==> src/phwt_pkg.sv <==
// Shared types and constants for the path health window tracker.
package phwt_pkg;

    localparam int SLOT_W  = 6;
    localparam int PATH_W  = 3;
    localparam int COST_W  = 24;
    localparam int STAMP_W = 48;
    localparam int CFG_W   = 32;

    localparam logic [CFG_W-1:0] DEST_EXPIRE_RESET = 32'd600000;
    localparam logic [CFG_W-1:0] PATH_EXPIRE_RESET = 32'd86400000;

    localparam logic REG_DEST_EXPIRE = 1'b0;
    localparam logic REG_PATH_EXPIRE = 1'b1;

    localparam logic [1:0] VERDICT_NONE    = 2'd0;
    localparam logic [1:0] VERDICT_FORBID  = 2'd1;
    localparam logic [1:0] VERDICT_RECOVER = 2'd2;

    typedef struct packed {
        logic [SLOT_W-1:0]  dest_slot;
        logic [PATH_W-1:0]  path_index;
        logic               succeeded;
        logic [COST_W-1:0]  first_byte_cost;
        logic [STAMP_W-1:0] now_ms;
    } phwt_in_t;

    typedef struct packed {
        logic [3:0]        dest_success_count;
        logic [3:0]        dest_failed_count;
        logic [COST_W-1:0] dest_avg_cost;
        logic [3:0]        path_success_count;
        logic [3:0]        path_failed_count;
        logic [COST_W-1:0] path_avg_cost;
        logic [1:0]        verdict;
    } phwt_out_t;

    typedef struct packed {
        logic take;
        logic append;
        logic scan;
        logic div_start;
        logic load_out;
    } phwt_cmd_t;

    typedef struct packed {
        logic scan_last;
        logic div_done;
        logic out_busy;
    } phwt_status_t;

endpackage

==> src/phwt_ctrl.sv <==
// Controller state machine for the path health window tracker.
module phwt_ctrl (
    input  logic                  clk,
    input  logic                  rst_n,
    input  logic                  in_valid,
    output logic                  in_ready,
    output phwt_pkg::phwt_cmd_t    cmd,
    input  phwt_pkg::phwt_status_t status
);
    import phwt_pkg::*;

    typedef enum logic [6:0] {
        S_IDLE      = 7'b0000001,
        S_APPEND    = 7'b0000010,
        S_SCAN      = 7'b0000100,
        S_DRAIN     = 7'b0001000,
        S_DIV_START = 7'b0010000,
        S_DIV_WAIT  = 7'b0100000,
        S_OUT       = 7'b1000000
    } state_t;

    state_t state_reg;
    state_t state_next;

    always_comb
    begin
        state_next = state_reg;
        cmd        = '0;
        in_ready   = 1'b0;
        case (state_reg)
            S_IDLE:
            begin
                in_ready = 1'b1;
                if (in_valid)
                begin
                    cmd.take   = 1'b1;
                    state_next = S_APPEND;
                end
            end
            S_APPEND:
            begin
                cmd.append = 1'b1;
                state_next = S_SCAN;
            end
            S_SCAN:
            begin
                cmd.scan = 1'b1;
                if (status.scan_last)
                begin
                    state_next = S_DRAIN;
                end
            end
            S_DRAIN:
            begin
                state_next = S_DIV_START;
            end
            S_DIV_START:
            begin
                cmd.div_start = 1'b1;
                state_next    = S_DIV_WAIT;
            end
            S_DIV_WAIT:
            begin
                if (status.div_done)
                begin
                    state_next = S_OUT;
                end
            end
            S_OUT:
            begin
                if (!status.out_busy)
                begin
                    cmd.load_out = 1'b1;
                    state_next   = S_IDLE;
                end
            end
            default:
            begin
                state_next = S_IDLE;
            end
        endcase
    end

    always_ff @(posedge clk or negedge rst_n)
    begin
        if (!rst_n)
        begin
            state_reg <= S_IDLE;
        end
        else
        begin
            state_reg <= state_next;
        end
    end

endmodule

==> config.mk <==
export PLATFORM = sky130hd
export DESIGN_NAME = phwt_ctrl
export DESIGN_NICKNAME = d
export VERILOG_FILES = /design/src/phwt_pkg.sv /design/src/phwt_ctrl.sv
export SDC_FILE = /design/constraint.sdc
export NUM_CORES = 1
export LEC_CHECK = 0
export BUFFER_PORTS_ARGS = -buffer_cell sky130_fd_sc_hd__buf_2
export CORE_AREA = 2 2 39 41
export DETAILED_ROUTE_END_ITERATION = 12
export DIE_AREA = 0 0 41 43
export HOLD_SLACK_MARGIN = 0.1
export PLACE_DENSITY_LB_ADDON = 0.1
export SKIP_LAST_GASP = 1
export SYNTH_ARGS = -nofsm -noshare
export SYNTH_HDL_FRONTEND = slang
export SYNTH_SLANG_ARGS = --single-unit
==> constraint.sdc <==
create_clock -name clk -period 4.17 [get_ports clk]
set_input_delay 0.6255 -clock clk [delete_from_list [all_inputs] [get_ports clk]]
set_output_delay 0.6255 -clock clk [all_outputs]
set_load 0.05 [all_outputs]
==> Yosys cells after proc, flatten, opt, wreduce, memory -nomap -nowiden <==
Index checks and enable logic that the tools add are counted.
{ "totals": {"ff_bits": 7, "latchBits": 0, "ramBits": 0, "mem_bits_ro": 0, "inputBits": 6, "out_inout_bits": 6, "word_cells": 26, "n_memories": 0} }
{ "classes": {"addsub": 0, "multipliers": 0, "div_mod_pow": 0, "n_lt_le_gt_ge": 0, "n_eq_ne": 11, "n_shift": 0, "mux": 13, "n_bitwise": 0, "n_reduce_logical": 1} }
{ "ops": {"columns": ["cell", "n"], "rows": [
  ["$pmux W7 S7", 1],
  ["$mux W7", 4],
  ["$mux W1", 8],
  ["$ne A2 B2 Y1 const B", 4],
  ["$eq A7 B1 Y1 const B", 1],
  ["$eq A7 B2 Y1 const B", 1],
  ["$eq A7 B3 Y1 const B", 1],
  ["$eq A7 B4 Y1 const B", 1],
  ["$eq A7 B5 Y1 const B", 1],
  ["$eq A7 B6 Y1 const B", 1],
  ["$eq A7 B7 Y1 const B", 1],
  ["$reduce_and A4 Y1", 1]
]} }

==> Logic depth before layout (Yosys ltp) <==
{ "logic_depth": {"ltp_word": 3, "mapped_depth": 4, "ltp_nobuf": 4} }

==> Least setup slack after synthesis <==
No wires, ideal clock.
{ "synth_path": {"kind": "reg-to-output", "from": "reg state_reg[3]", "to": "out cmd[4] (netlist bit)", "arrival_ns": 2.506, "t_required_ns": 3.544, "path_slack_ns": 1.038, "path_stages_with_launch": 3, "n_path_buf": 0, "path_cell_list": "dfrtp_1 -> or4_4 -> nor4_1"} }
{ "synth_lines": {"columns": ["element", "line_no", "rtl"], "rows": [
  ["start, declared", "phwt_ctrl.sv:22", "state_t state_reg;"],
  ["start signal, assigned", "phwt_ctrl.sv:92", "state_reg <= state_next;"],
  ["end, declared", "phwt_ctrl.sv:7", "output phwt_pkg::phwt_cmd_t cmd,"]
]} }

==> flow_metrics.env <==
export IMPL_status="completed"
export IMPL_vdd_ir_drop_max_mv=0.370
export IMPL_synthesis_area_um2=425
export IMPL_netlist_instances=40
export IMPL_max_stage_delay_ps=440
export IMPL_yosysUniqueCellTypes=25
export IMPL_drive_gt1_share_pct=40.0
export IMPL_synth_async_reset_ratio_pct=100
export IMPL_cts_root_buf="clkbuf_4"
export IMPL_p_per_area_nw_per_um2=708
export IMPL_met2_usage_pct=19.7
export IMPL_clk_latency_ps=250
export IMPL_fin_crit_ps=2590
export IMPL_synthTopCellsByArea="dfrtp_1 (35%), nor4b_2 (7.1%), dfstp_2 (6.2%)"
export IMPL_core_area_um2=1380
export IMPL_cts_buffers=3
export IMPL_synth_net_count=46
export IMPL_start_util_pct=30.7
export IMPL_die_area_um2=1760
export IMPL_max_freq_mhz=386
export IMPL_cts_path_max_buffers=2
export IMPL_end_kind="primary output"
export IMPL_regToRegEndpoint="state_reg[3]"
export IMPL_drt_wirelength_per_cell_um=12.7
export IMPL_min_period_over_period_pct=62.2
export IMPL_grt_busiest_layer="met2"
export IMPL_cts_tree="built"
export IMPL_final_util_pct=38.1
export IMPL_cts_sink_count=7
export IMPL_routed_via_count=358
export IMPL_place_hpwl_um=718
export IMPL_drt_iter0_markers=2
export IMPL_hp_class="input port to asynchronous set/reset pin"
export IMPL_areaGrowthSynthToFinish_pct=23.8
export IMPL_crit_arrival_ps=1970
export IMPL_die_y_um=43
export IMPL_cap_violations=0
export IMPL_first_pass_iters=3
export IMPL_post_cts_resize_count=0
export IMPL_grt_max_degree=9
export IMPL_synthFlopType="dfrtp_1"
export IMPL_crit_path_frequent_cell="or3_4"
export IMPL_critPathKind="flip-flop to primary output"
export IMPL_post_cts_buffers=0
export IMPL_grt_pass1_vias=338
export IMPL_place_congestion=0.758
export IMPL_grt_met3_usage_pct=7.85
export IMPL_r2r_start="state_reg[4]"
export IMPL_synth_warnings=0
export IMPL_rsz0062_at_grt="false"
export IMPL_portBuffers=11
export IMPL_grt_ovfl_total=0
export IMPL_fin_nets=62
export IMPL_slowest_stage="dfrtp_1"
export IMPL_synth_edf_count=0
export IMPL_grt_pass1_wl_um=1440
export IMPL_grt_antenna_before_repair=0
export IMPL_path_cells="or3_4 > or3_4 > nor3b_4 > buf_2"
export IMPL_syn_avg_cell_area_um2=10.6
export IMPL_yosys_area_top_type="dfrtp_1"
export IMPL_critPathMaxFanout=6
export IMPL_grtUsageTotal_pct=12.7
export IMPL_pin_count=12
export IMPL_post_place_ws_ps=1840
export IMPL_fin_tns_setup_ps=0
export IMPL_htreeDepth=1
export IMPL_relSlewSlack_pct=78.8
export IMPL_required_ps=3540
export IMPL_drc=0
export IMPL_via_per_inst=5.04
export IMPL_drt_total_wl_um=902
export IMPL_synth_top_cell_area_share_pct=35.3
export IMPL_largest_reg_flops=7
export IMPL_ant_nets=0
export IMPL_power_leakage_nw=0.262
export IMPL_worst_slew_pin_transition_ps=316
export IMPL_fin_skew_ps=7.93
export IMPL_cp_start_kind="flip-flop"
export IMPL_setup_viol=0
export IMPL_r2r_slack_ps=2540
export IMPL_ys_ff_latch=7
export IMPL_yosysSeqAreaShare_pct=41.5
export IMPL_hold_viol=0
export IMPL_worst_slack_ps=1580
export IMPL_ctsHoldBuffers=0
export IMPL_met1_usage_pct=13.8
export IMPL_diodes=0
export IMPL_drv_slew=0
export IMPL_path_delay_family="simple AND/OR/NAND/NOR gates"
export IMPL_crit_buf_inv=1
export IMPL_std_cell_rows=14
export IMPL_die_w_um=41
export IMPL_r2r_cells=4
export IMPL_path_clk_slew_ps=60
[metal layers]
metal	wire length (µm)	vias up	part of all wire [%]
li1	-	181	-
met1	367	167	41
met2	476	8	53
met3	47	2	5.2
met4	10	0	1.1
met5	0	-	0
[per-stage QoR]
stage | cell area (µm²) | power (mW) | instances | hold WS [ps]
floorplan | 425 | 0.274 | 40 | 330
global placement | 500 | 0.311 | 67 | 468
detailed placement | 500 | 0.315 | 67 | 474
CTS | 527 | 0.378 | 71 | 203
global route | 527 | 0.399 | 71 | 203
finish | 527 | 0.373 | 71 | 196
[final cells by class]
class	instances	area [µm²]
fillers	140	857
multi-input cells	30	238
flip-flops and latches	7	176
repair buffers	11	55.1
clock buffers	4	26.3
well taps	16	20.0
inverters	3	11.3
[synthesized netlist by cell type (all sizes together) (2+ instances only)]
cell and number:
dfrtp 6, nor4 2, or3 2, a21oi 2, inv 3, nor3 3, nor3b 2, nor4b 3
nor2 3, maj3 2
[layout by cell type (no fill, tap or decap), types with 2 or more instances in the layout]
cell / count
clkbuf_4: 3
nor3_1: 2
inv_1: 3
nor2_1: 3
dfrtp_1: 6
or3_4: 2
nor4_1: 2
nor4b_2: 2
a21oi_1: 2
buf_2: 11
maj3_1: 2
[cell families (layout without fill, tap and decap cells)]
family,Yosys count,after routing,share of synthesized area [%]
fa+ha+maj,2,2,4.71
simple gates,22,22,42.1
compound gates,6,6,9.12
buf+inv,3,18,2.65
flops,7,7,41.5
[power by group]
| part | total (mW) | switching [mW] | internal [mW] | leakage [nW] |
|---|---|---|---|---|
| Sequential | 0.114 | 0.0270 | 0.0870 | 0.0931 |
| Combinational | 0.197 | 0.123 | 0.0733 | 0.154 |
| Clock | 0.0620 | 0.0255 | 0.0366 | 0.0150 |
[how the worst max path moves through the flow]
stage                  from     end  slack (ps)  cells past startpoint
3_5_place_dp   state_reg[4]  cmd[2]        1840                      4
4_1_cts        state_reg[4]  cmd[2]        1550                      4
3_3_place_gp   state_reg[4]  cmd[2]        1850                      4
2_1_floorplan  state_reg[3]  cmd[4]        1040                      2
6_report       state_reg[4]  cmd[2]        1580                      4
5_1_grt        state_reg[4]  cmd[2]        1500                      4
(Power assumes the default switching activity.)
